**config.mk**
```make
export PLATFORM = sky130hd
export DESIGN_NAME = date_normalize_weekday_minute_count
export DESIGN_NICKNAME = d
export VERILOG_FILES = /design/src/sv/dnwm_pkg.sv /design/src/sv/dnwm_front.sv /design/src/sv/dnwm_back.sv /design/src/sv/date_normalize_weekday_minute_count.sv
export VERILOG_INCLUDE_DIRS = /design/src /design/src/sv
export SDC_FILE = /design/constraint.sdc
export NUM_CORES = 1
export LEC_CHECK = 0
export BUFFER_PORTS_ARGS = -buffer_cell sky130_fd_sc_hd__buf_2
export CORE_MARGIN = 5
export CORE_UTILIZATION = 40
export CTS_CLUSTER_SIZE = 24
export DETAILED_ROUTE_END_ITERATION = 7
export GPL_TIMING_DRIVEN = 0
export PLACE_DENSITY_LB_ADDON = 0.3
export SYNTH_ARGS = -nofsm -noshare
export SYNTH_HDL_FRONTEND = slang
export SYNTH_HIERARCHICAL = 1
export SYNTH_SLANG_ARGS = --single-unit
```
**constraint.sdc**
```tcl
create_clock -name clock -period 7.05 [get_ports clock]
set_clock_uncertainty 0.1 [all_clocks]
set_input_delay 0.3525 -clock clock [delete_from_list [all_inputs] [get_ports clock]]
set_output_delay 0.3525 -clock clock [all_outputs]
set_load 0.02 [all_outputs]
```
**src/sv/assert_macros.svh**
```systemverilog
// ----------------------------------------------------------------------------
// Assertion macros
// Concurrent assertion wrappers for the date normalizer back stages.
// ----------------------------------------------------------------------------
`ifndef ASSERT_MACROS_SVH
`define ASSERT_MACROS_SVH

`ifndef NO_ASSERTIONS

// The property must hold at every clock edge outside reset.
`define ASSERT_ALWAYS(lbl, clk, rst, prop) \
   lbl: assert property (@(posedge clk) disable iff (rst) (prop)) \
      else $error("assertion failed in date normalizer");

// The expression must never be true outside reset.
`define ASSERT_NEVER(lbl, clk, rst, expr) \
   lbl: assert property (@(posedge clk) disable iff (rst) !(expr)) \
      else $error("forbidden condition in date normalizer");

`else

`define ASSERT_ALWAYS(lbl, clk, rst, prop)
`define ASSERT_NEVER(lbl, clk, rst, expr)

`endif

`endif

```
**src/sv/dnwm_pkg.sv**
```systemverilog
// ----------------------------------------------------------------------------
// dnwm_pkg
// Types, constants and calendar tables of the date normalizer.
// ----------------------------------------------------------------------------
package dnwm_pkg;

   // Reciprocal constants for division by small constants.
   // floor(x / 12) = (x * 171) >> 11 for x below 256.
   localparam logic [7:0] MonthRecip   = 8'd171;
   // floor(x / 7) = (x * 293) >> 11 for x below 512.
   localparam logic [8:0] WeekRecipHi  = 9'd293;
   // floor(x / 7) = (x * 37) >> 8 for x below 40.
   localparam logic [5:0] WeekRecipLo  = 6'd37;

   localparam logic [15:0] DaysPerYear   = 16'd365;
   localparam logic [4:0]  HoursPerDay   = 5'd24;
   localparam logic [5:0]  MinutesPerHour = 6'd60;
   localparam logic [3:0]  MonthMarch    = 4'd3;

   // Data handed from the front stages to the back stages.
   typedef struct packed {
      logic [7:0]  day_x;     // day minus one, before wrapping
      logic [3:0]  day_q;     // number of whole months to remove
      logic [4:0]  mlen;      // month length
      logic [3:0]  month;     // normalized month
      logic [6:0]  year;      // year within century
      logic [15:0] dbase;     // days before the first of the month
      logic [8:0]  wsum;      // weekday sum without the day
      logic [4:0]  hour;
      logic [5:0]  minute;
   } mid_type;

   // Length of a month; February gains a day in leap years.
   function automatic logic [4:0] month_len_f(input logic [3:0] month, input logic leap);
      logic [4:0] len;
      case (month)
         4'd2:    len = leap ? 5'd29 : 5'd28;
         4'd4:    len = 5'd30;
         4'd6:    len = 5'd30;
         4'd9:    len = 5'd30;
         4'd11:   len = 5'd30;
         default: len = 5'd31;
      endcase
      return len;
   endfunction

   // Scaled reciprocal of the month length, 2^16 / len rounded up.
   function automatic logic [11:0] day_recip_f(input logic [4:0] len);
      logic [11:0] r;
      case (len)
         5'd28:   r = 12'd2341;
         5'd29:   r = 12'd2260;
         5'd30:   r = 12'd2185;
         default: r = 12'd2115;
      endcase
      return r;
   endfunction

   // Days in the year before the first of the month (common year).
   function automatic logic [8:0] days_before_f(input logic [3:0] month);
      logic [8:0] d;
      case (month)
         4'd2:    d = 9'd31;
         4'd3:    d = 9'd59;
         4'd4:    d = 9'd90;
         4'd5:    d = 9'd120;
         4'd6:    d = 9'd151;
         4'd7:    d = 9'd181;
         4'd8:    d = 9'd212;
         4'd9:    d = 9'd243;
         4'd10:   d = 9'd273;
         4'd11:   d = 9'd304;
         4'd12:   d = 9'd334;
         default: d = 9'd0;
      endcase
      return d;
   endfunction

   // Month offsets of the weekday formula.
   function automatic logic [2:0] wd_offset_f(input logic [3:0] month);
      logic [2:0] o;
      case (month)
         4'd2:    o = 3'd3;
         4'd3:    o = 3'd2;
         4'd4:    o = 3'd5;
         4'd6:    o = 3'd3;
         4'd7:    o = 3'd5;
         4'd8:    o = 3'd1;
         4'd9:    o = 3'd4;
         4'd10:   o = 3'd6;
         4'd11:   o = 3'd2;
         4'd12:   o = 3'd4;
         default: o = 3'd0;
      endcase
      return o;
   endfunction

endpackage

```
**src/sv/dnwm_front.sv**
```systemverilog
// ----------------------------------------------------------------------------
// dnwm_front
// Stages one to three: month folding, year reduction, month length,
// day quotient, weekday partial sum and the day base of the month.
// ----------------------------------------------------------------------------
module dnwm_front import dnwm_pkg::*; (
   input  logic       clock,
   input  logic       reset,
   input  logic       in_valid,
   output logic       in_ready,
   input  logic [5:0] minute_in,
   input  logic [4:0] hour_in,
   input  logic [7:0] day_in,
   input  logic [7:0] month_in,
   input  logic [7:0] year_in,
   output logic       out_valid,
   input  logic       out_ready,
   output mid_type    out_data
);

   // Per-stage load enables: a stage loads when empty or when it drains.
   logic en1, en2, en3;
   logic v1_ff, v2_ff, v3_ff;

   assign en3      = !v3_ff || out_ready;
   assign en2      = !v2_ff || en3;
   assign en1      = !v1_ff || en2;
   assign in_ready = en1;

   always_ff @(posedge clock) begin
      if (reset) begin
         v1_ff <= 1'b0;
         v2_ff <= 1'b0;
         v3_ff <= 1'b0;
      end else begin
         if (en1) v1_ff <= in_valid;
         if (en2) v2_ff <= v1_ff;
         if (en3) v3_ff <= v2_ff;
      end
   end

   // Stage 1: month minus one and its quotient by twelve, day minus one,
   // year modulo one hundred and the leap flag.
   logic [7:0]  m1_in, x1_in, y8;
   logic [15:0] mprod;
   logic [4:0]  mq1_in;
   logic [6:0]  yr1_in;
   logic        leap1_in;
   logic [7:0]  m1_ff, x1_ff;
   logic [4:0]  mq1_ff;
   logic [6:0]  yr1_ff;
   logic        leap1_ff;
   logic [4:0]  hour1_ff;
   logic [5:0]  min1_ff;

   always_comb begin
      m1_in    = (month_in == 8'd0) ? 8'd0 : month_in - 8'd1;
      mprod    = {8'd0, m1_in} * {8'd0, MonthRecip};
      mq1_in   = mprod[15:11];
      x1_in    = (day_in == 8'd0) ? 8'd0 : day_in - 8'd1;
      if (year_in >= 8'd200) begin
         y8 = year_in - 8'd200;
      end else if (year_in >= 8'd100) begin
         y8 = year_in - 8'd100;
      end else begin
         y8 = year_in;
      end
      yr1_in   = y8[6:0];
      // One hundred is a multiple of four, so the raw year decides.
      leap1_in = (year_in[1:0] == 2'b00);
   end

   always_ff @(posedge clock) begin
      if (en1) begin
         m1_ff    <= m1_in;
         mq1_ff   <= mq1_in;
         x1_ff    <= x1_in;
         yr1_ff   <= yr1_in;
         leap1_ff <= leap1_in;
         hour1_ff <= hour_in;
         min1_ff  <= minute_in;
      end
   end

   // Stage 2: final month and the days of all whole years before it.
   logic [7:0]  mq12, mrem;
   logic [3:0]  month2_in;
   logic [15:0] yday2_in;
   logic [7:0]  yr_plus3;
   logic [3:0]  month2_ff;
   logic [15:0] yday2_ff;
   logic [7:0]  x2_ff;
   logic [6:0]  yr2_ff;
   logic        leap2_ff;
   logic [4:0]  hour2_ff;
   logic [5:0]  min2_ff;

   always_comb begin
      mq12      = {3'd0, mq1_ff} * 8'd12;
      mrem      = m1_ff - mq12;
      month2_in = mrem[3:0] + 4'd1;
      yr_plus3  = {1'b0, yr1_ff} + 8'd3;
      yday2_in  = ({9'd0, yr1_ff} * DaysPerYear) + {10'd0, yr_plus3[7:2]};
   end

   always_ff @(posedge clock) begin
      if (en2) begin
         month2_ff <= month2_in;
         yday2_ff  <= yday2_in;
         x2_ff     <= x1_ff;
         yr2_ff    <= yr1_ff;
         leap2_ff  <= leap1_ff;
         hour2_ff  <= hour1_ff;
         min2_ff   <= min1_ff;
      end
   end

   // Stage 3: month length and how many lengths fit in the day, the
   // weekday sum over month and year, and the day base of the month.
   logic [4:0]  len3;
   logic [11:0] recip3;
   logic [19:0] qprod;
   logic [7:0]  g3;
   logic        early3;
   logic [15:0] leapfix3;
   mid_type     mid_in, mid_ff;

   always_comb begin
      len3     = month_len_f(month2_ff, leap2_ff);
      recip3   = day_recip_f(len3);
      qprod    = {12'd0, x2_ff} * {8'd0, recip3};
      early3   = (month2_ff < MonthMarch);
      // January and February count from the year before, wrapped to 8 bits.
      g3       = early3 ? ({1'b0, yr2_ff} - 8'd1) : {1'b0, yr2_ff};
      leapfix3 = (!early3 && leap2_ff) ? 16'd1 : 16'd0;

      mid_in.day_x  = x2_ff;
      mid_in.day_q  = qprod[19:16];
      mid_in.mlen   = len3;
      mid_in.month  = month2_ff;
      mid_in.year   = yr2_ff;
      mid_in.dbase  = yday2_ff + {7'd0, days_before_f(month2_ff)} + leapfix3;
      mid_in.wsum   = {6'd0, wd_offset_f(month2_ff)} + {1'b0, g3} + {3'd0, g3[7:2]};
      mid_in.hour   = hour2_ff;
      mid_in.minute = min2_ff;
   end

   always_ff @(posedge clock) begin
      if (en3) begin
         mid_ff <= mid_in;
      end
   end

   assign out_valid = v3_ff;
   assign out_data  = mid_ff;

endmodule

```
**src/sv/dnwm_back.sv**
```systemverilog
// ----------------------------------------------------------------------------
// dnwm_back
// Stages four to six: day wrap, weekday and the linear minute count.
// ----------------------------------------------------------------------------
`include "assert_macros.svh"

module dnwm_back import dnwm_pkg::*; (
   input  logic        clock,
   input  logic        reset,
   input  logic        in_valid,
   output logic        in_ready,
   input  mid_type     in_data,
   output logic        out_valid,
   input  logic        out_ready,
   output logic [4:0]  day_out,
   output logic [3:0]  month_out,
   output logic [6:0]  year_out,
   output logic [2:0]  weekday,
   output logic [25:0] minute_count
);

   // Per-stage load enables, as in the front stages.
   logic en4, en5, en6;
   logic v4_ff, v5_ff, v6_ff;

   assign en6      = !v6_ff || out_ready;
   assign en5      = !v5_ff || en6;
   assign en4      = !v4_ff || en5;
   assign in_ready = en4;

   always_ff @(posedge clock) begin
      if (reset) begin
         v4_ff <= 1'b0;
         v5_ff <= 1'b0;
         v6_ff <= 1'b0;
      end else begin
         if (en4) v4_ff <= in_valid;
         if (en5) v5_ff <= v4_ff;
         if (en6) v6_ff <= v5_ff;
      end
   end

   // Stage 4: day remainder, weekday sum modulo seven, total days.
   logic [8:0]  qlen;
   logic [7:0]  rem8;
   logic [4:0]  rem4;
   logic [17:0] wprod;
   logic [5:0]  wq;
   logic [8:0]  wrem;
   logic [4:0]  day4_ff;
   logic [2:0]  wr4_ff;
   logic [15:0] dtot4_ff;
   logic [3:0]  month4_ff;
   logic [6:0]  year4_ff;
   logic [4:0]  hour4_ff;
   logic [5:0]  min4_ff;

   always_comb begin
      qlen  = {5'd0, in_data.day_q} * {4'd0, in_data.mlen};
      rem8  = in_data.day_x - qlen[7:0];
      rem4  = rem8[4:0];
      wprod = {9'd0, in_data.wsum} * {9'd0, WeekRecipHi};
      wq    = wprod[16:11];
      wrem  = in_data.wsum - ({3'd0, wq} * 9'd7);
   end

   always_ff @(posedge clock) begin
      if (en4) begin
         day4_ff   <= rem4 + 5'd1;
         wr4_ff    <= wrem[2:0];
         dtot4_ff  <= in_data.dbase + {11'd0, rem4};
         month4_ff <= in_data.month;
         year4_ff  <= in_data.year;
         hour4_ff  <= in_data.hour;
         min4_ff   <= in_data.minute;
      end
   end

   // Stage 5: add the day into the weekday, hours since the epoch.
   logic [5:0]  t5;
   logic [11:0] tprod;
   logic [5:0]  trem;
   logic [2:0]  wd5;
   logic [19:0] hrs5_in;
   logic [2:0]  wd5_ff;
   logic [19:0] hrs5_ff;
   logic [4:0]  day5_ff;
   logic [3:0]  month5_ff;
   logic [6:0]  year5_ff;
   logic [5:0]  min5_ff;

   always_comb begin
      t5      = {3'd0, wr4_ff} + {1'b0, day4_ff};
      tprod   = {6'd0, t5} * {6'd0, WeekRecipLo};
      trem    = t5 - ({3'd0, tprod[10:8]} * 6'd7);
      // A remainder of zero stands for Sunday.
      wd5     = (trem[2:0] == 3'd0) ? 3'd7 : trem[2:0];
      hrs5_in = ({4'd0, dtot4_ff} * {15'd0, HoursPerDay}) + {15'd0, hour4_ff};
   end

   always_ff @(posedge clock) begin
      if (en5) begin
         wd5_ff    <= wd5;
         hrs5_ff   <= hrs5_in;
         day5_ff   <= day4_ff;
         month5_ff <= month4_ff;
         year5_ff  <= year4_ff;
         min5_ff   <= min4_ff;
      end
   end

   // Stage 6: minutes since the epoch; this is the output register.
   logic [25:0] cnt6_in;
   logic [25:0] cnt6_ff;
   logic [2:0]  wd6_ff;
   logic [4:0]  day6_ff;
   logic [3:0]  month6_ff;
   logic [6:0]  year6_ff;

   assign cnt6_in = ({6'd0, hrs5_ff} * {20'd0, MinutesPerHour}) + {20'd0, min5_ff};

   always_ff @(posedge clock) begin
      if (en6) begin
         cnt6_ff   <= cnt6_in;
         wd6_ff    <= wd5_ff;
         day6_ff   <= day5_ff;
         month6_ff <= month5_ff;
         year6_ff  <= year5_ff;
      end
   end

   assign out_valid    = v6_ff;
   assign day_out      = day6_ff;
   assign month_out    = month6_ff;
   assign year_out     = year6_ff;
   assign weekday      = wd6_ff;
   assign minute_count = cnt6_ff;

   // A delivered result always carries a real weekday and date.
   `ASSERT_ALWAYS(a_weekday_nonzero, clock, reset, v6_ff |-> (wd6_ff != 3'd0))
   `ASSERT_ALWAYS(a_day_range, clock, reset, v6_ff |-> (day6_ff != 5'd0))
   `ASSERT_NEVER(a_month, clock, reset, v6_ff && ((month6_ff == 4'd0) || (month6_ff > 4'd12)))
   `ASSERT_NEVER(a_year_range, clock, reset, v6_ff && (year6_ff > 7'd99))
   // Back pressure only reaches the input when every stage is occupied.
   `ASSERT_ALWAYS(a_full_on_stall, clock, reset, !en4 |-> (v4_ff && v5_ff && v6_ff && !out_ready))

endmodule

```
**src/sv/date_normalize_weekday_minute_count.sv**
```systemverilog
// ----------------------------------------------------------------------------
// date_normalize_weekday_minute_count
// Normalizes a raw timestamp and derives weekday and minute count.
// ----------------------------------------------------------------------------
//  Channel   Direction  Content
//  req_*     in         minute, hour, raw day, raw month, raw year
//  rsp_*     out        day, month, year, weekday, minute count
//
//  Six register stages, three front and three back, lie between a
//  request and its result; one request can be accepted in every cycle
//  unless a stall on rsp_tready has filled every stage.
//  Reset clears only the stage valid bits; payload registers are not reset.
//  A stall on rsp_tready fills empty stages first and only then holds off
//  req_tready, so no request is lost or repeated.
// ----------------------------------------------------------------------------
module date_normalize_weekday_minute_count import dnwm_pkg::*; (
   input  logic        clock,
   input  logic        reset,
   input  logic        req_tvalid,
   output logic        req_tready,
   // minute_in[5:0], hour_in[10:6], day_in[18:11], month_in[26:19],
   // year_in[34:27], zero padding [39:35]
   input  logic [39:0] req_tdata,
   output logic        rsp_tvalid,
   input  logic        rsp_tready,
   // day_out[4:0], month_out[8:5], year_out[15:9], weekday[18:16],
   // minute_count[44:19], zero padding [47:45]
   output logic [47:0] rsp_tdata
);

   mid_type     mid_data;
   logic        mid_valid, mid_ready;
   logic [4:0]  day_out;
   logic [3:0]  month_out;
   logic [6:0]  year_out;
   logic [2:0]  weekday;
   logic [25:0] minute_count;

   // Front stages: folding and tables.
   dnwm_front u_front (
      .clock     (clock),
      .reset     (reset),
      .in_valid  (req_tvalid),
      .in_ready  (req_tready),
      .minute_in (req_tdata[5:0]),
      .hour_in   (req_tdata[10:6]),
      .day_in    (req_tdata[18:11]),
      .month_in  (req_tdata[26:19]),
      .year_in   (req_tdata[34:27]),
      .out_valid (mid_valid),
      .out_ready (mid_ready),
      .out_data  (mid_data)
   );

   // Back stages: day wrap, weekday and minute count.
   dnwm_back u_back (
      .clock        (clock),
      .reset        (reset),
      .in_valid     (mid_valid),
      .in_ready     (mid_ready),
      .in_data      (mid_data),
      .out_valid    (rsp_tvalid),
      .out_ready    (rsp_tready),
      .day_out      (day_out),
      .month_out    (month_out),
      .year_out     (year_out),
      .weekday      (weekday),
      .minute_count (minute_count)
   );

   // Pack the result fields, lowest field first.
   assign rsp_tdata = {3'd0, minute_count, weekday, year_out, month_out, day_out};

endmodule
```
Word level (Yosys, flattened, before mapping)
Memories as Yosys holds them, arrays and structs flattened. A register that Yosys moved wholly into a read port is not among the register bits.
Cells that the tools add are included.
{"block": "word_totals", "inputBits": 44, "reg_bits": 286, "n_memories": 2, "out_inout_bits": 50, "rom_bits": 192, "word_cells": 121}
{"block": "classes", "n_lt_le_gt_ge": 3, "muxes": 10, "eq_ne": 8, "n_reduce_logical": 19, "mul": 11, "add_sub_neg": 21}
{"memory": "(no name shown)", "words": 16, "width": 9, "read_ports": 1, "rd_clocked_by_memory_dff": 1, "wr": 0, "line": "dnwm_pkg.sv:62", "source": "case (month)"}
{"memory": "(no name shown)", "words": 16, "width": 3, "read_ports": 1, "rd_clocked_by_memory_dff": 1, "wr": 0, "line": "dnwm_pkg.sv:82", "source": "case (month)"}
{"op": "9-bit case mux with 3 select lines", "n": 1}
{"op": "26-bit by 6-bit adder with 26-bit output", "n": 1}
{"op": "20-bit by 4-bit multiplier with 24-bit output, second input constant", "n": 1}
{"op": "20-bit by 5-bit adder with 20-bit output", "n": 1}
{"op": "8-bit by 12-bit multiplier with 20-bit output", "n": 1}
{"op": "16-bit by 2-bit multiplier with 17-bit output, second input constant", "n": 1}
{"op": "9-bit by 9-bit multiplier with 17-bit output, second input constant", "n": 1}
{"op": "16-bit adder", "n": 1}
{"op": "16-bit by 5-bit adder with 16-bit output", "n": 1}
{"op": "16-bit by 6-bit adder with 16-bit output", "n": 1}
{"op": "16-bit by 9-bit adder with 16-bit output", "n": 1}
{"op": "8-bit logical NOT", "n": 2}
{"op": "7-bit by 9-bit multiplier with 16-bit output, second input constant", "n": 1}
{"op": "8-bit by 8-bit multiplier with 16-bit output, second input constant", "n": 1}
{"op": "8-bit two-way mux", "n": 2}
{"op": "8-bit by 1-bit subtractor with 8-bit output, second input constant", "n": 2}
{"op": "5-bit equality test, second input constant", "n": 3}
{"op": "7-bit two-way mux", "n": 2}
{"op": "7-bit subtractor, second input constant", "n": 2}
{"op": "6-bit by 6-bit multiplier with 11-bit output, second input constant", "n": 1}
{"op": "5-bit case mux with 2 select lines", "n": 1}
{"op": "3-bit by 8-bit adder with 9-bit output", "n": 1}
{"op": "9-bit by 6-bit adder with 9-bit output", "n": 1}
{"op": "7-bit by 2-bit adder with 8-bit output, second input constant", "n": 1}
{"op": "other kinds (25)", "n": 41}

Depth between registers and ports, before layout
{"block": "logic_depth", "depth_word": 7, "ltp_mapped": 22, "mapped_depth_nobuf": 22}

By module
Netlist, hierarchy kept.
{"module": "dnwm_front", "instances": 1, "area_each_um2": 11446.0, "cells_each": 998, "seq_area_each_um2": 4534.3}
{"module": "dnwm_back", "instances": 1, "area_each_um2": 10184.8, "cells_each": 873, "seq_area_each_um2": 4144.0}
{"module": "date_normalize_weekday_minute_count", "instances": 1, "area_each_um2": 26.3, "cells_each": 4, "seq_area_each_um2": 0.0}

Least setup slack after synthesis
OpenSTA, ideal clock, no wires.
{"block": "synth_timing", "kind": "register -> register", "startpoint": "reg u_back.v6_ff, in the netlist u_back/out_valid", "endpoint": "reg (tool-made name)", "synth_period_minus_slack_ps": 6796, "arrival_time_ps": 6575, "slack_ps": 254, "n_path_buf": 0, "path_stages_with_launch": 13, "setup_time_ps": 121, "t_required_ps": 6829, "cell_sequence": "dfxtp_1 > nor2b_1 > and2_1 > nand2_1 > nand2b_1 > nor2_1 > clkinv_1 > mux2i_1 > inv_1 > ha_1 > nand2_1 > o21ai_0 > mux2_2"}
{"item": "from (decl)", "line": "dnwm_back.sv:24", "source": "logic v4_ff, v5_ff, v6_ff;"}
{"item": "from (signal assigned)", "line": "dnwm_back.sv:39", "source": "if (en6) v6_ff <= v5_ff;"}

==> flow_summary_export.csv <==
group,metric,value,unit
finish,syn2layout_area_growth,12.7,%
clock_network,clk_latency,0.54,ns
timing,fin_hold_ws,0.0382,ns
routing,final_antenna_net_count,0,
timing,fmax,0.154,GHz
clock_network,path_clk_slew,0.06,ns
placed_design,io_buffers,85,
routing,dr.pass1.iters,5,
timing,finalHoldViolCount,0,
outcome,status,"finished clean",
setup_path,slowest_delay,0.71,ns
yosys,netlist_area,21600,um^2
setup_path,critPathKind,"register to register",
timing,setup_viol,0,
timing,slew_viol_final,0,
setup_path,critPathBufInv,6,
global_routing,grt_max_degree,45,
setup_path,cp_cell_sequence,"clkbuf_1, nor4b_2, inv_1, ha_1, and2_1, fa_1, inv_1, fa_1, inv_1, fa_1, inv_1, fa_1, inv_1, ha_1, a211oi_1, o21bai_1, a221oi_1, a2bb2oi_1, o211ai_1, a21o_1",
finish,utilization,0.453,
die,dieWidth,242,um
global_routing,antenna_found_initial,0,
global_routing,gr-usage-all-layers,0.127,
clock_network,postCtsHoldBufs,17,
timing,layout_setup_ws,0.561,ns
setup_path,critPathTopFamily,"adder cells",
routing,wire_per_inst,13.5,um
placed_design,gp_congestion,0.863,
routing,routed_wl,37000,um
setup_path,cp-start-kind,"register",
setup_path,cpMostUsedCell,"inv_1",
timing,finalCritPeriodShare,0.920,
die,std_cell_rows,85,
setup_path,crit_slowest_cell,"nor4b_2",
global_routing,grt_pass1_wl,63600,um
timing,max_slew.worst_pin.slew,0.924,ns
setup_path,critPathCaptureType,"register",
min_path,hold_path.class,"input port to register",
placed_design,dp_hpwl,29300,um
yosys,ys_warn_count,6,
setup_path,worstPathArrival,6.68,ns
routing,viasPerCell,4.85,
job,cap_violations,0,
finish,drive_gt1_frac,0.0962,
finish,final_cell_mix,"299 x inv_1, 274 x edfxtp_1, 273 x ha_1",
die,dieArea,58700,um^2
placed_design,place_ws,0.568,ns
global_routing,grt-ovfl-total,0,
die,start_util,0.402,
clock_network,clock_path_buffers,3,
routing,drt_iter0_markers,448,
clock_network,numCtsBuffers,35,
finish,final_common_cell,"inv_1",
clock_network,cts-root-buf,"clkbuf_16",
setup_path,crit_required,7.24,ns
finish,fin_nets,2475,
setup_path,worstPathMaxFanout,9,
finish,final_cell_count_no_fill,2743,
routing,num_vias,13300,
timing,period_minus_slack,6.49,ns
finish,n_antenna_cell,0,
yosys,netlist_instances,1872,
clock_network,cts_tree,"built",
yosys,avgSynthCellArea,11.5,um^2
die,core_region_area,53600,um^2
placed_design,placedCellCount,2662,
timing,rsz0062_at_grt,"false",
clock_network,cts_setup_buffers,0,
timing,maxSlewHeadroom,0.366,
routing,drc,0,
clock_network,htreeDepth,2,
global_routing,grt_pass1_vias,13700,
clock_network,post_cts_resized,0,
die,die_y,242,um
die,pin_count,94,
finish,fillers,4938,
clock_network,cts.sinks,292,
[through the flow]
step,cell area (um^2),TNS [ns]
2_1_floorplan,21600,0
3_3_place_gp,22900,-44.52
6_report,24300,0
3_5_place_dp,23000,0
5_1_grt,24300,0
4_1_cts,24300,0
[worst register-to-register path, stage by stage, from the launching register on]
cell,delay (ns)
edfxtp_1,0.39
clkbuf_1,0.22
nor4b_2,0.71
inv_1,0.25
ha_1,0.37
and2_1,0.21
fa_1,0.50
inv_1,0.05
fa_1,0.47
inv_1,0.06
fa_1,0.53
inv_1,0.05
fa_1,0.53
inv_1,0.04
ha_1,0.30
a211oi_1,0.21
o21bai_1,0.16
a221oi_1,0.46
a2bb2oi_1,0.27
o211ai_1,0.16
a21o_1,0.21
[final cells by class]
type | instances | area [um^2] | area share
clock buffers | 42 | 923 | 0.0380
clock inverters | 22 | 219 | 0.00901
multi-input cells | 1261 | 11800 | 0.484
inverters | 303 | 1140 | 0.0468
repair buffers | 107 | 703 | 0.0289
plain buffers | 20 | 105 | 0.00432
flip-flops and latches | 292 | 8590 | 0.353
well taps | 696 | 871 | 0.0358
[layer usage]
layer,part of all wire,track usage
met5,0,0
met1,0.43,0.154
met2,0.51,0.232
met4,0.018,0.0297
met3,0.039,0.0266
[worst paths after layout]
kind                   startpoint                    to  slack [ns]  depth (start not counted)
max          u_front/month2_ff[0]  u_front/out_data[55]        0.56                         20
min                    rsp_tready      u_back/out_valid        0.04                          4
max reg2reg  u_front/month2_ff[0]  u_front/out_data[55]        0.56                         20
min reg2reg    u_back/year4_ff[3]    u_back/year5_ff[3]        0.31                          0
[sequential cells by signal (all words and copies together), names as in the netlist, 5 cells and up, named ones only]
register and flops:
u_front/min2_ff 6, u_back/dtot4_ff 16, u_front/out_data 58, u_back/hour4_ff 5, u_front/hour2_ff 5, u_back/year5_ff 7, u_front/x2_ff 8, u_front/yr2_ff 7
u_front/yday2_ff 16, u_back/min4_ff 6, u_back/minute_count 26, u_back/day_out 5, u_front/x1_ff 8, u_front/min1_ff 6, u_back/year_out 7, u_back/day5_ff 5
u_back/hrs5_ff 20, u_back/year4_ff 7, u_back/min5_ff 6, u_back/day4_ff 5, u_front/hour1_ff 5, u_front/yr1_ff 7
Power is left out: the tool's default activity adds up to more than one toggle a clock period on the data nets, which glitch-free logic cannot reach.
